`src/sv/dcfr_pkg.sv`:
```
// Package for the disk command frame receiver.
// Holds the parser phase codes, event codes, command letters and the command decode.
// No dependencies.
package dcfr_pkg;

    localparam int PHASE_W = 5;
    localparam int EVENT_W = 5;
    localparam int LEFT_W  = 17;

    localparam int LOGICAL_SECTOR_BYTES  = 128;
    localparam int PHYSICAL_SECTOR_BYTES = 512;

    localparam logic [LEFT_W-1:0] LOGICAL_LEFT  = LEFT_W'(LOGICAL_SECTOR_BYTES);
    localparam logic [LEFT_W-1:0] PHYSICAL_LEFT = LEFT_W'(PHYSICAL_SECTOR_BYTES + 1);
    localparam logic [LEFT_W-1:0] MEM_FULL_LEFT = LEFT_W'(65536);

    // Parser phases
    localparam logic [PHASE_W-1:0] PH_IDLE      = 5'd0;
    localparam logic [PHASE_W-1:0] PH_PRESENT   = 5'd1;
    localparam logic [PHASE_W-1:0] PH_COMMAND   = 5'd2;
    localparam logic [PHASE_W-1:0] PH_SECTOR    = 5'd3;
    localparam logic [PHASE_W-1:0] PH_TRACK     = 5'd4;
    localparam logic [PHASE_W-1:0] PH_DRIVE     = 5'd5;
    localparam logic [PHASE_W-1:0] PH_DATA      = 5'd6;
    localparam logic [PHASE_W-1:0] PH_ADDR_H    = 5'd7;
    localparam logic [PHASE_W-1:0] PH_ADDR_L    = 5'd8;
    localparam logic [PHASE_W-1:0] PH_LEN_H     = 5'd9;
    localparam logic [PHASE_W-1:0] PH_LEN_L     = 5'd10;
    localparam logic [PHASE_W-1:0] PH_DATA_MEM  = 5'd11;
    localparam logic [PHASE_W-1:0] PH_FIND      = 5'd12;
    localparam logic [PHASE_W-1:0] PH_LEN_NAME  = 5'd13;
    localparam logic [PHASE_W-1:0] PH_DATA_NAME = 5'd14;
    localparam logic [PHASE_W-1:0] PH_WP        = 5'd15;
    localparam logic [PHASE_W-1:0] PH_CRC       = 5'd16;
    localparam logic [PHASE_W-1:0] PH_RESP      = 5'd17;

    // Event codes
    localparam logic [EVENT_W-1:0] EV_IGNORED   = 5'd0;
    localparam logic [EVENT_W-1:0] EV_PRESENCE  = 5'd1;
    localparam logic [EVENT_W-1:0] EV_CMD_OK    = 5'd2;
    localparam logic [EVENT_W-1:0] EV_CMD_REJ   = 5'd3;
    localparam logic [EVENT_W-1:0] EV_DRV_SEC   = 5'd4;
    localparam logic [EVENT_W-1:0] EV_TRACK     = 5'd5;
    localparam logic [EVENT_W-1:0] EV_DRIVE     = 5'd6;
    localparam logic [EVENT_W-1:0] EV_SEC_BYTE  = 5'd7;
    localparam logic [EVENT_W-1:0] EV_ADDRESS   = 5'd8;
    localparam logic [EVENT_W-1:0] EV_LENGTH    = 5'd9;
    localparam logic [EVENT_W-1:0] EV_MEM_WRITE = 5'd10;
    localparam logic [EVENT_W-1:0] EV_FIND      = 5'd11;
    localparam logic [EVENT_W-1:0] EV_NAME_LEN  = 5'd12;
    localparam logic [EVENT_W-1:0] EV_NAME_BYTE = 5'd13;
    localparam logic [EVENT_W-1:0] EV_WPROT     = 5'd14;
    localparam logic [EVENT_W-1:0] EV_ACK       = 5'd15;
    localparam logic [EVENT_W-1:0] EV_NAK       = 5'd16;

    // Input modes
    localparam logic [1:0] MODE_BYTE  = 2'd0;
    localparam logic [1:0] MODE_ENTER = 2'd1;
    localparam logic [1:0] MODE_LEAVE = 2'd2;
    localparam logic [1:0] MODE_DONE  = 2'd3;

    // Configuration register indexes
    localparam logic CFG_EXTRA    = 1'b0;
    localparam logic CFG_PRESENCE = 1'b1;

    // Command letters
    localparam logic [7:0] CMD_B    = 8'h42;
    localparam logic [7:0] CMD_STAR = 8'h2A;
    localparam logic [7:0] CMD_AT   = 8'h40;
    localparam logic [7:0] CMD_Q    = 8'h51;
    localparam logic [7:0] CMD_R    = 8'h52;
    localparam logic [7:0] CMD_T    = 8'h54;
    localparam logic [7:0] CMD_W    = 8'h57;
    localparam logic [7:0] CMD_S    = 8'h53;
    localparam logic [7:0] CMD_F    = 8'h46;
    localparam logic [7:0] CMD_I    = 8'h49;
    localparam logic [7:0] CMD_U    = 8'h55;
    localparam logic [7:0] CMD_C    = 8'h43;
    localparam logic [7:0] CMD_J    = 8'h4A;
    localparam logic [7:0] CMD_G    = 8'h47;
    localparam logic [7:0] CMD_H    = 8'h48;
    localparam logic [7:0] CMD_P    = 8'h50;
    localparam logic [7:0] CMD_K    = 8'h4B;
    localparam logic [7:0] CMD_L    = 8'h4C;
    localparam logic [7:0] CMD_M    = 8'h4D;
    localparam logic [7:0] CMD_N    = 8'h4E;

    localparam logic [7:0] NAME_NONE = 8'hFF;

    // Phase that follows a command letter; PH_PRESENT marks a rejected letter.
    function automatic logic [PHASE_W-1:0] command_phase(input logic [7:0] c, input logic ex);
        logic [PHASE_W-1:0] nx;
        begin
            case (c)
                CMD_B, CMD_STAR, CMD_AT:                     nx = PH_CRC;
                CMD_Q, CMD_R, CMD_T, CMD_W, CMD_S, CMD_F:    nx = PH_SECTOR;
                CMD_I:                                       nx = PH_DRIVE;
                CMD_U, CMD_C, CMD_J:                         nx = PH_ADDR_H;
                CMD_G, CMD_H, CMD_P:                         nx = ex ? PH_DRIVE : PH_PRESENT;
                CMD_K:                                       nx = ex ? PH_CRC : PH_PRESENT;
                CMD_L:                                       nx = ex ? PH_FIND : PH_PRESENT;
                CMD_M, CMD_N:                                nx = ex ? PH_LEN_NAME : PH_PRESENT;
                default:                                     nx = PH_PRESENT;
            endcase
            return nx;
        end
    endfunction

endpackage

```
`src/sv/disk_command_frame_receiver.sv`:
```
// Disk command frame receiver: host-link byte parser with XOR checksum check.
// Uses dcfr_pkg for phase and event codes and the command decode.
//
//  channel   handshake                  payload
//  -------   ------------------------   ----------------------------------------------
//  in        in_valid / in_ready        mode, rx_byte
//  out       out_valid / out_ready      event_res, phase, command_letter, drive_number,
//                                       sector_number, track_number, mem_address,
//                                       transfer_length, data_byte, buffer_index,
//                                       flag_byte, running_checksum
//  cfg       cfg_we (no handshake)      cfg_index, cfg_data
//
// One item per cycle unless the output stalls; the parser state and result register load
// at the same edge, so each item shows up on the output in the cycle after it is accepted.
// in_ready is high while the result register is empty or being taken this cycle.
// Reset clears the parser state, the configuration registers and out_valid.
// A stall on the output holds the result and the parser state until it is taken.
module disk_command_frame_receiver
(
    input  logic        clk,
    input  logic        rst_n,

    input  logic        in_valid,
    output logic        in_ready,
    input  logic [1:0]  mode,
    input  logic [7:0]  rx_byte,

    output logic        out_valid,
    input  logic        out_ready,
    output logic [4:0]  event_res,
    output logic [4:0]  phase,
    output logic [7:0]  command_letter,
    output logic [7:0]  drive_number,
    output logic [5:0]  sector_number,
    output logic [7:0]  track_number,
    output logic [15:0] mem_address,
    output logic [15:0] transfer_length,
    output logic [7:0]  data_byte,
    output logic [9:0]  buffer_index,
    output logic [7:0]  flag_byte,
    output logic [7:0]  running_checksum,

    input  logic        cfg_we,
    input  logic        cfg_index,
    input  logic [7:0]  cfg_data
);

    logic                          extra_reg;
    logic [7:0]                    presence_reg;

    logic [dcfr_pkg::PHASE_W-1:0]  phase_reg,   phase_next;
    logic [7:0]                    command_reg, command_next;
    logic [7:0]                    xor_reg,     xor_next;
    logic [dcfr_pkg::LEFT_W-1:0]   left_reg,    left_next;
    logic [7:0]                    drive_reg,   drive_next;
    logic [5:0]                    sector_reg,  sector_next;
    logic [7:0]                    track_reg,   track_next;
    logic [15:0]                   address_reg, address_next;
    logic [15:0]                   length_reg,  length_next;
    logic [9:0]                    bufpos_reg,  bufpos_next;
    logic [7:0]                    flag_reg,    flag_next;

    logic                          out_valid_reg;
    logic [dcfr_pkg::EVENT_W-1:0]  event_reg,   event_next;
    logic [7:0]                    dbyte_reg,   dbyte_next;
    logic [15:0]                   maddr_reg,   maddr_next;
    logic [9:0]                    bidx_reg,    bidx_next;

    logic                          accept;
    logic [dcfr_pkg::PHASE_W-1:0]  cmd_phase;
    logic [1:0]                    drv_sel;
    logic                          use_idx, use_addr;
    logic [9:0]                    idx_at;
    logic [15:0]                   len_word;

    assign in_ready = !out_valid_reg || out_ready;
    assign accept   = in_valid && in_ready;

    assign cmd_phase = dcfr_pkg::command_phase(rx_byte, extra_reg);
    assign len_word  = {length_reg[15:8], rx_byte};

    always_comb
    begin
        phase_next   = phase_reg;
        command_next = command_reg;
        xor_next     = xor_reg;
        left_next    = left_reg;
        drive_next   = drive_reg;
        sector_next  = sector_reg;
        track_next   = track_reg;
        address_next = address_reg;
        length_next  = length_reg;
        bufpos_next  = bufpos_reg;
        flag_next    = flag_reg;
        event_next   = dcfr_pkg::EV_IGNORED;
        dbyte_next   = 8'd0;
        use_idx      = 1'b0;
        use_addr     = 1'b0;
        idx_at       = 10'd0;
        drv_sel      = rx_byte[7:6];

        case (mode)
            dcfr_pkg::MODE_ENTER: phase_next = dcfr_pkg::PH_PRESENT;
            dcfr_pkg::MODE_LEAVE: phase_next = dcfr_pkg::PH_IDLE;
            dcfr_pkg::MODE_DONE:
            begin
                if (phase_reg == dcfr_pkg::PH_RESP)
                begin
                    phase_next = dcfr_pkg::PH_COMMAND;
                end
            end
            default:
            begin
                case (phase_reg)
                    dcfr_pkg::PH_PRESENT:
                    begin
                        if (rx_byte == presence_reg)
                        begin
                            phase_next = dcfr_pkg::PH_COMMAND;
                            event_next = dcfr_pkg::EV_PRESENCE;
                        end
                    end
                    dcfr_pkg::PH_COMMAND:
                    begin
                        command_next = rx_byte;
                        xor_next     = rx_byte;
                        // a command letter wins over an equal presence byte
                        if (cmd_phase != dcfr_pkg::PH_PRESENT)
                        begin
                            phase_next = cmd_phase;
                            event_next = dcfr_pkg::EV_CMD_OK;
                        end
                        else if (rx_byte == presence_reg)
                        begin
                            event_next = dcfr_pkg::EV_PRESENCE;
                        end
                        else
                        begin
                            phase_next = dcfr_pkg::PH_PRESENT;
                            event_next = dcfr_pkg::EV_CMD_REJ;
                        end
                    end
                    dcfr_pkg::PH_SECTOR:
                    begin
                        // swap drives 1 and 2
                        if (drv_sel == 2'd1 || drv_sel == 2'd2)
                        begin
                            drv_sel = drv_sel ^ 2'd3;
                        end
                        drive_next  = {6'd0, drv_sel};
                        sector_next = rx_byte[5:0];
                        xor_next    = xor_reg ^ rx_byte;
                        phase_next  = dcfr_pkg::PH_TRACK;
                        event_next  = dcfr_pkg::EV_DRV_SEC;
                    end
                    dcfr_pkg::PH_TRACK:
                    begin
                        track_next = rx_byte;
                        xor_next   = xor_reg ^ rx_byte;
                        event_next = dcfr_pkg::EV_TRACK;
                        if (command_reg == dcfr_pkg::CMD_T || command_reg == dcfr_pkg::CMD_W)
                        begin
                            bufpos_next = 10'd0;
                            left_next   = dcfr_pkg::LOGICAL_LEFT;
                            phase_next  = dcfr_pkg::PH_DATA;
                        end
                        else if (command_reg == dcfr_pkg::CMD_S)
                        begin
                            bufpos_next = 10'd0;
                            left_next   = dcfr_pkg::PHYSICAL_LEFT;
                            phase_next  = dcfr_pkg::PH_DATA;
                        end
                        else
                        begin
                            phase_next = dcfr_pkg::PH_CRC;
                        end
                    end
                    dcfr_pkg::PH_DRIVE:
                    begin
                        drive_next = rx_byte;
                        xor_next   = xor_reg ^ rx_byte;
                        event_next = dcfr_pkg::EV_DRIVE;
                        phase_next = (command_reg == dcfr_pkg::CMD_H) ? dcfr_pkg::PH_WP
                                                                      : dcfr_pkg::PH_CRC;
                    end
                    dcfr_pkg::PH_DATA, dcfr_pkg::PH_DATA_NAME:
                    begin
                        event_next  = (phase_reg == dcfr_pkg::PH_DATA) ? dcfr_pkg::EV_SEC_BYTE
                                                                       : dcfr_pkg::EV_NAME_BYTE;
                        dbyte_next  = rx_byte;
                        use_idx     = 1'b1;
                        idx_at      = bufpos_reg;
                        bufpos_next = bufpos_reg + 10'd1;
                        xor_next    = xor_reg ^ rx_byte;
                        if (left_reg <= dcfr_pkg::LEFT_W'(1))
                        begin
                            left_next  = '0;
                            phase_next = dcfr_pkg::PH_CRC;
                        end
                        else
                        begin
                            left_next = left_reg - dcfr_pkg::LEFT_W'(1);
                        end
                    end
                    dcfr_pkg::PH_ADDR_H:
                    begin
                        address_next = {rx_byte, 8'd0};
                        xor_next     = xor_reg ^ rx_byte;
                        phase_next   = dcfr_pkg::PH_ADDR_L;
                        event_next   = dcfr_pkg::EV_ADDRESS;
                    end
                    dcfr_pkg::PH_ADDR_L:
                    begin
                        address_next = {address_reg[15:8], rx_byte};
                        xor_next     = xor_reg ^ rx_byte;
                        event_next   = dcfr_pkg::EV_ADDRESS;
                        phase_next   = (command_reg == dcfr_pkg::CMD_J) ? dcfr_pkg::PH_CRC
                                                                        : dcfr_pkg::PH_LEN_H;
                    end
                    dcfr_pkg::PH_LEN_H:
                    begin
                        length_next = {rx_byte, 8'd0};
                        xor_next    = xor_reg ^ rx_byte;
                        phase_next  = dcfr_pkg::PH_LEN_L;
                        event_next  = dcfr_pkg::EV_LENGTH;
                    end
                    dcfr_pkg::PH_LEN_L:
                    begin
                        length_next = len_word;
                        xor_next    = xor_reg ^ rx_byte;
                        event_next  = dcfr_pkg::EV_LENGTH;
                        if (command_reg == dcfr_pkg::CMD_C)
                        begin
                            phase_next = dcfr_pkg::PH_CRC;
                        end
                        else
                        begin
                            // zero length means a full 64K transfer
                            left_next  = (len_word == 16'd0) ? dcfr_pkg::MEM_FULL_LEFT
                                                             : {1'b0, len_word};
                            phase_next = dcfr_pkg::PH_DATA_MEM;
                        end
                    end
                    dcfr_pkg::PH_DATA_MEM:
                    begin
                        event_next   = dcfr_pkg::EV_MEM_WRITE;
                        dbyte_next   = rx_byte;
                        use_addr     = 1'b1;
                        address_next = address_reg + 16'd1;
                        xor_next     = xor_reg ^ rx_byte;
                        if (left_reg <= dcfr_pkg::LEFT_W'(1))
                        begin
                            left_next  = '0;
                            phase_next = dcfr_pkg::PH_CRC;
                        end
                        else
                        begin
                            left_next = left_reg - dcfr_pkg::LEFT_W'(1);
                        end
                    end
                    dcfr_pkg::PH_FIND:
                    begin
                        flag_next  = rx_byte;
                        xor_next   = xor_reg ^ rx_byte;
                        phase_next = dcfr_pkg::PH_CRC;
                        event_next = dcfr_pkg::EV_FIND;
                    end
                    dcfr_pkg::PH_LEN_NAME:
                    begin
                        xor_next    = xor_reg ^ rx_byte;
                        event_next  = dcfr_pkg::EV_NAME_LEN;
                        dbyte_next  = rx_byte;
                        use_idx     = 1'b1;
                        idx_at      = 10'd0;
                        bufpos_next = 10'd1;
                        left_next   = {9'd0, rx_byte};
                        // empty name (length 0 or NAME_NONE): skip the payload
                        phase_next  = (rx_byte == 8'd0 || rx_byte == dcfr_pkg::NAME_NONE)
                                      ? dcfr_pkg::PH_CRC : dcfr_pkg::PH_DATA_NAME;
                    end
                    dcfr_pkg::PH_WP:
                    begin
                        flag_next  = rx_byte;
                        xor_next   = xor_reg ^ rx_byte;
                        phase_next = dcfr_pkg::PH_LEN_NAME;
                        event_next = dcfr_pkg::EV_WPROT;
                    end
                    dcfr_pkg::PH_CRC:
                    begin
                        event_next = (rx_byte == xor_reg) ? dcfr_pkg::EV_ACK : dcfr_pkg::EV_NAK;
                        phase_next = dcfr_pkg::PH_RESP;
                    end
                    default:
                    begin
                        event_next = dcfr_pkg::EV_IGNORED;
                    end
                endcase
            end
        endcase

        maddr_next = use_addr ? address_reg : address_next;
        bidx_next  = use_idx ? idx_at : bufpos_next;
    end

    always_ff @(posedge clk or negedge rst_n)
    begin
        if (!rst_n)
        begin
            extra_reg    <= 1'b0;
            presence_reg <= 8'd0;
        end
        else if (cfg_we)
        begin
            case (cfg_index)
                dcfr_pkg::CFG_EXTRA:    extra_reg    <= cfg_data[0];
                dcfr_pkg::CFG_PRESENCE: presence_reg <= cfg_data;
                default:                extra_reg    <= extra_reg;
            endcase
        end
    end

    always_ff @(posedge clk or negedge rst_n)
    begin
        if (!rst_n)
        begin
            phase_reg     <= dcfr_pkg::PH_IDLE;
            command_reg   <= 8'd0;
            xor_reg       <= 8'd0;
            left_reg      <= '0;
            drive_reg     <= 8'd0;
            sector_reg    <= 6'd0;
            track_reg     <= 8'd0;
            address_reg   <= 16'd0;
            length_reg    <= 16'd0;
            bufpos_reg    <= 10'd0;
            flag_reg      <= 8'd0;
            out_valid_reg <= 1'b0;
        end
        else
        begin
            if (accept)
            begin
                phase_reg   <= phase_next;
                command_reg <= command_next;
                xor_reg     <= xor_next;
                left_reg    <= left_next;
                drive_reg   <= drive_next;
                sector_reg  <= sector_next;
                track_reg   <= track_next;
                address_reg <= address_next;
                length_reg  <= length_next;
                bufpos_reg  <= bufpos_next;
                flag_reg    <= flag_next;
            end
            if (accept)
            begin
                out_valid_reg <= 1'b1;
            end
            else if (out_ready)
            begin
                out_valid_reg <= 1'b0;
            end
        end
    end

    // result payload; needs no reset
    always_ff @(posedge clk)
    begin
        if (accept)
        begin
            event_reg <= event_next;
            dbyte_reg <= dbyte_next;
            maddr_reg <= maddr_next;
            bidx_reg  <= bidx_next;
        end
    end

    assign out_valid        = out_valid_reg;
    assign event_res        = event_reg;
    assign phase            = phase_reg;
    assign command_letter   = command_reg;
    assign drive_number     = drive_reg;
    assign sector_number    = sector_reg;
    assign track_number     = track_reg;
    assign mem_address      = maddr_reg;
    assign transfer_length  = length_reg;
    assign data_byte        = dbyte_reg;
    assign buffer_index     = bidx_reg;
    assign flag_byte        = flag_reg;
    assign running_checksum = xor_reg;

`ifndef SYNTH
    a_accept_gives_result: assert property (@(posedge clk) disable iff (!rst_n)
        (in_valid && in_ready) |=> out_valid)
        else $error("accepted item produced no result");

    a_phase_range: assert property (@(posedge clk) disable iff (!rst_n)
        phase_reg <= dcfr_pkg::PH_RESP)
        else $error("parser phase out of range");

    a_ack_to_resp: assert property (@(posedge clk) disable iff (!rst_n)
        (out_valid && (event_res == dcfr_pkg::EV_ACK || event_res == dcfr_pkg::EV_NAK))
        |-> phase == dcfr_pkg::PH_RESP)
        else $error("checksum verdict without response pending");

    a_memwrite_phase: assert property (@(posedge clk) disable iff (!rst_n)
        (out_valid && event_res == dcfr_pkg::EV_MEM_WRITE)
        |-> (phase == dcfr_pkg::PH_DATA_MEM || phase == dcfr_pkg::PH_CRC))
        else $error("memory write outside memory payload");

    a_left_zero_at_crc: assert property (@(posedge clk) disable iff (!rst_n)
        (accept && (phase_reg == dcfr_pkg::PH_DATA || phase_reg == dcfr_pkg::PH_DATA_MEM)
         && mode == dcfr_pkg::MODE_BYTE && left_reg <= dcfr_pkg::LEFT_W'(1))
        |=> (phase_reg == dcfr_pkg::PH_CRC && left_reg == '0))
        else $error("payload count did not end at checksum");
`endif

endmodule

```
`config.mk`:
```
export PLATFORM = sky130hd
export DESIGN_NAME = disk_command_frame_receiver
export DESIGN_NICKNAME = d
export VERILOG_FILES = /design/src/sv/dcfr_pkg.sv /design/src/sv/disk_command_frame_receiver.sv
export SDC_FILE = /design/constraint.sdc
export NUM_CORES = 1
export LEC_CHECK = 0
export ABC_AREA = 1
export BUFFER_PORTS_ARGS = -buffer_cell sky130_fd_sc_hd__buf_2
export CAP_MARGIN = 5
export CORE_ASPECT_RATIO = 0.75
export CORE_MARGIN = 2
export CORE_UTILIZATION = 60
export CTS_BUF_LIST = sky130_fd_sc_hd__clkbuf_8
export DETAILED_ROUTE_END_ITERATION = 8
export PLACE_DENSITY = 0.83
export SETUP_SLACK_MARGIN = 0.05
export SLEW_MARGIN = 25
export SYNTH_ARGS = -nofsm -noshare
export SYNTH_HDL_FRONTEND = slang
export SYNTH_SLANG_ARGS = --single-unit
export TNS_END_PERCENT = 5
```
`constraint.sdc`:
```
create_clock -name clk -period 6.9 [get_ports clk]
set_clock_uncertainty 0.1 [all_clocks]
set_input_delay 0.69 -clock clk [delete_from_list [all_inputs] [get_ports clk]]
set_output_delay 0.69 -clock clk [all_outputs]
set_load 0.05 [all_outputs]
```
**Word-level counts from Yosys, hierarchy flattened**

Cells that the tools add are included.

- $add $sub $neg: 3
- $lt $le $gt $ge: 1
- Equality and inequality tests: 58
- Mux-type cells: 50
- Bitwise operators: 6
- Reduce and logical (&&, ||, !) cells: 41

Operators with widths:

| operator | number |
|---|---|
| == test 8 x 7 -> 1 bit (second input constant) | 25 |
| two-way mux 17 bit | 5 |
| one-hot mux 5 bit (14 select lines) | 1 |
| one-hot mux 17 bit (4 select lines) | 1 |
| two-way mux 5 bit | 13 |
| one-hot mux 5 bit (13 select lines) | 1 |
| two-way mux 10 bit | 6 |
| one-hot mux 16 bit (3 select lines) | 1 |
| == test 5 x 4 -> 1 bit (second input constant) | 8 |
| one-hot mux 5 bit (8 select lines) | 1 |
| two-way mux 16 bit | 2 |
| one-hot mux 16 bit (2 select lines) | 1 |
| one-hot mux 8 bit (2 select lines) | 2 |
| one-hot mux 10 bit (3 select lines) | 1 |
| AND reduction 3 bit | 7 |
| == test 5 x 3 -> 1 bit (second input constant) | 4 |
| OR reduction 3 bit | 6 |
| less-or-equal comparator 17 x 1 -> 1 bit (second input constant) | 1 |
| nonzero test 17 bit | 1 |
| subtractor 17 x 1 -> 17 bit (second input constant) | 1 |
| adder 16 x 1 -> 16 bit (second input constant) | 1 |
| == test 8 bit | 2 |
| logical NOT 16 bit | 1 |
| one-hot mux 5 bit (3 select lines) | 1 |
| 34 further kinds | 66 |

- Flip-flop bits (word level): 159
- Bits of input ports: 24
- Output and inout port bits: 108

**Depth between registers and ports, before layout**

- Depth in word-level cells: 7
- Mapped depth: 16
- Depth with buffers taken out: 15

**Worst setup path after synthesis**

Ideal clock, no wire load.

- Path kind: input-to-reg
- Start point: input out_ready
- End point: register bidx_reg[0], in the netlist buffer_index[0] (enable)
- Setup time: 0.417 ns
- Arrival time: 2.734 ns
- Required time: 6.383 ns
- Path slack: 3.649 ns
- Stages on the path: 5
- Cell sequence: inv_1 > nand2_1 > nand2_1 > inv_1 > clkbuf_1

- Longest elaborated chain between the ends: 2

Ends and longest elaborated chain:

| item | RTL line | source |
|---|---|---|
| start, declared | disk_command_frame_receiver.sv:29 | `input logic out_ready,` |
| logical OR 1 bit | disk_command_frame_receiver.sv:76 | `assign in_ready = !out_valid_reg \|\| out_ready;` |
| net in_ready | disk_command_frame_receiver.sv:24 | `output logic in_ready,` |
| logical AND 1 bit | disk_command_frame_receiver.sv:77 | `assign accept = in_valid && in_ready;` |
| net accept | disk_command_frame_receiver.sv:69 | `logic accept;` |
| end signal, assigned | disk_command_frame_receiver.sv:374 | `bidx_reg <= bidx_next;` |
| end, declared | disk_command_frame_receiver.sv:67 | `logic [9:0] bidx_reg, bidx_next;` |

The timed path passes the listed nets, and every way through them passes these cells.
A chain may end at the register's enable or synchronous reset.

**Worst setup path after layout**

- Start point: register phase_reg (netlist bit phase[1])
- End point: register maddr_reg[9], in the netlist mem_address[9] (data pin)

- Longest elaborated chain between the ends: 4
- Elaborated cells on any way between the ends: 8
- Classes of those cells: 3 x eq/ne; 5 x mux

Ends and longest elaborated chain:

| item | RTL line | source |
|---|---|---|
| start, declared | disk_command_frame_receiver.sv:51 | `logic [dcfr_pkg::PHASE_W-1:0] phase_reg, phase_next;` |
| start signal, assigned | disk_command_frame_receiver.sv:326 | `phase_reg <= dcfr_pkg::PH_IDLE;` |
| start signal, assigned | disk_command_frame_receiver.sv:343 | `phase_reg <= phase_next;` |
| == test 5 x 4 -> 1 bit / == test 5 x 3 -> 1 bit (equally long branches) | disk_command_frame_receiver.sv:114 | `case (phase_reg)` |
| one-hot mux 16 bit (3 select lines) / two-way mux 1 bit (equally long branches) | disk_command_frame_receiver.sv:114 |  |
| two-way mux 16 bit / two-way mux 1 bit (equally long branches) | disk_command_frame_receiver.sv:102 | `case (mode)` |
| two-way mux 16 bit * | disk_command_frame_receiver.sv:301 | `maddr_next = use_addr ? address_reg : address_next;` |
| net maddr_next[9] | disk_command_frame_receiver.sv:66 | `logic [15:0] maddr_reg, maddr_next;` |
| end signal, assigned | disk_command_frame_receiver.sv:373 | `maddr_reg <= maddr_next;` |
| end, declared | disk_command_frame_receiver.sv:66 |  |

The timed path passes the listed nets; every way through them passes the cells marked *.

==> results.cfg <==
[sta]
slew_headroom = 0.471
rsz0062_at_grt = no
period_minus_slack_ns = 2.98
fmax_ghz = 0.335
hold_violations = 0
post-route-period-util = 0.433
setup_tns_ns = 0
setup_viol = 0
fin_ws_ns = 3.92
worst_pin_slew_ns = 0.791
slew_violations = 0

[clock_tree]
cts_htree_levels = 4
clkLatencyLatePin_ns = 0.48
cts_tree = yes
cts_num_sinks = 159
cts_resized = 0
clk_pin_slew_ns = 0.09
cts_setup_buffers = 0
ctsHoldBuffers = 0
clockRootBuffer = clkbuf_8
cts_buffer_depth = 2
cts_buffers = 17

[yosys]
avgSynthCellArea_um2 = 7.94
synth_area_um2 = 8700
synthFlopType = dfrtp_1
synth_commonest_cells = 257 x nand2_1, 137 x o21ai_0, 120 x dfrtp_1
synth_edf_count = 39
yosysWarnings = 0
synth.most_common_cell = nand2_1
async_reset_ff_frac = 0.755
seq_area_frac_synth = 0.480
synth_top_area_frac = 0.345
synth.largest_area_cell = dfrtp_1
ys_ff_latch = 159
syn_nets = 1131
synthDistinctLibCells = 51
synth_cells = 1096
synthTopCellsByArea = dfrtp_1 34%, edfxtp_1 13%, nand2_1 11%, o21ai_0 7.9%, inv_1 4.5%

[die]
rows = 38
pin_count = 132
core_area_um2 = 14300
initial_core_util = 0.608
die_x_um = 143
die_area_um2 = 15500
die_y_um = 108

[critical_path]
critPathKind = reg -> reg
crit_path_end_kind = flop
crit_chain = nand2_1, nor2_1, nand2_2, inv_2, nor2_1, nor2_1, nand2_1, a211oi_1, o22ai_1, nand2_1, nand2_1
cp.arrival_ns = 3.11
start_kind = flop
crit_family = simple AND/OR/NAND/NOR gates
crit_buf_inv = 1
path_common_cell = nand2_1
crit_fanout = 16
crit_slowest_cell = nor2_1
critical-path-max-stage-delay_ns = 0.55
required_ns = 7.03

[detailed_routing]
detail_route.wl_per_cell_um = 16.7
drtIter0Drc = 983
vias = 8254
routed_via_density = 5.80
drt-total-wl_um = 23700
first_pass_iters = 6
ant_nets = 0
drc = 0

[outcome]
status = finished clean

[finish]
largest_register_ffs = 17
n_antenna_cell = 0
fillCellCount = 1183
syn2layout_area_growth_pct = 13.1
nNetsFinal = 1245
layout-drive-gt1-share = 0.173

[flow_run]
maxCapViolations = 0

[global_route]
grtUsageTotal = 0.319
antenna_found_initial = 0
grt_pass1_wl_um = 38500
grt_pass1_vias = 7605
grt_max_degree = 81
grt_remaining_overflow = 0

[hold_path]
hp-class = in -> async

[pwr]
cellPowerDensity_nw_per_um2 = 306
ir_drop_v = 0.000359
power.leakage_nw = 4.67
finalPower_mw = 3.01

[placement]
io_buffers = 131
dpl.hpwl_um = 16800
place_ws_ns = 3.71
gp_congestion = 1.02
==> worst register-to-register path: stages, from the launching register on <==
cell and delay (ns):
dfrtp_1 0.51, nand2_1 0.11, nor2_1 0.17, nand2_2 0.16, inv_2 0.29, nor2_1 0.09
nor2_1 0.55, nand2_1 0.25, a211oi_1 0.24, o22ai_1 0.11, nand2_1 0.09, nand2_1 0.06
==> power by group <==
part	leakage (nW)	internal (mW)	total (mW)	switching (mW)
Sequential	1.87	1.15	1.30	0.150
Combinational	2.61	0.258	1.05	0.789
Clock	0.193	0.273	0.664	0.391
==> path summary, 6_finish.rpt <==
check / start / to / slack [ns] / cells after the start
worst min register to register: track_number[3] / track_number[3] / 0.39 / 2
worst max register to register: phase[1] / mem_address[9] / 3.92 / 11
worst min-delay path: rst_n / running_checksum[5] / 0.1 / 1
worst max-delay path: phase[1] / mem_address[9] / 3.92 / 11
min in group clk: cfg_we / extra_reg / 0.32 / 2
max in group asynchronous: rst_n / address_reg[3] / 5.50 / 2
==> cell type report <==
class	instances	area, µm²	area share
clock inverter	14	121	0.0123
tap	200	250	0.0254
multi-input combinational	780	3920	0.398
sequential	159	4170	0.424
clock buffer	18	248	0.0252
timing repair buffer	135	692	0.0703
inverter	117	439	0.0446
==> metrics by stage <==
stage               cell area [µm²]  instances  hold slack (ns)   util
floorplan                      8700       1096            0.294      -
global placement               9470       1391            0.360  0.661
detailed placement             9470       1391            0.370  0.661
CTS                            9830       1423            0.110  0.687
global route                   9840       1423            0.146  0.688
finish                         9840       1423           0.0979  0.688
==> cells by family (layout without fill, tap and decap cells) <==
logic type | count (synthesis) | in the layout | synth area share
AOI/OAI and AO/OA | 248 | 248 | 0.160
and+or+nand+nor | 487 | 487 | 0.238
buffers and inverters | 157 | 284 | 0.0709
DFF | 159 | 159 | 0.480
xor gates and xnor gates | 28 | 28 | 0.0282
muxes | 6 | 6 | 0.00776
adders and majority gates | 11 | 11 | 0.0158
==> layer usage <==
| metal | up-vias | part of all wire | GRT usage |
|---|---|---|---|
| met4 | 0 | 0.028 | 0.110 |
| met1 | 3848 | 0.44 | 0.459 |
| met3 | 67 | 0.10 | 0.0709 |
| met2 | 447 | 0.44 | 0.482 |
| met5 | - | 0 | 0 |
| li1 | 3892 | - | - |
==> layout by cell type (no fill, tap or decap), types with 11 or more instances in the layout <==
| master | synthesis | routed |
|---|---|---|
| nand2_1 | 257 | 257 |
| o21ai_0 | 137 | 137 |
| buf_2 | 13 | 130 |
| dfrtp_1 | 120 | 120 |
| inv_1 | 104 | 103 |
| nor2_1 | 102 | 102 |
| nand3_1 | 71 | 71 |
| edfxtp_1 | 39 | 39 |
| a21oi_1 | 36 | 36 |
| o22ai_1 | 26 | 26 |
| clkbuf_8 | 0 | 18 |
| xor2_1 | 16 | 16 |
| o21ai_1 | 16 | 15 |
| nor3_1 | 13 | 13 |
| inv_2 | 11 | 12 |
| xnor2_1 | 12 | 12 |
| nand4_1 | 11 | 11 |
| ha_1 | 11 | 11 |
Note: power is estimated with default switching activity, not from simulation.
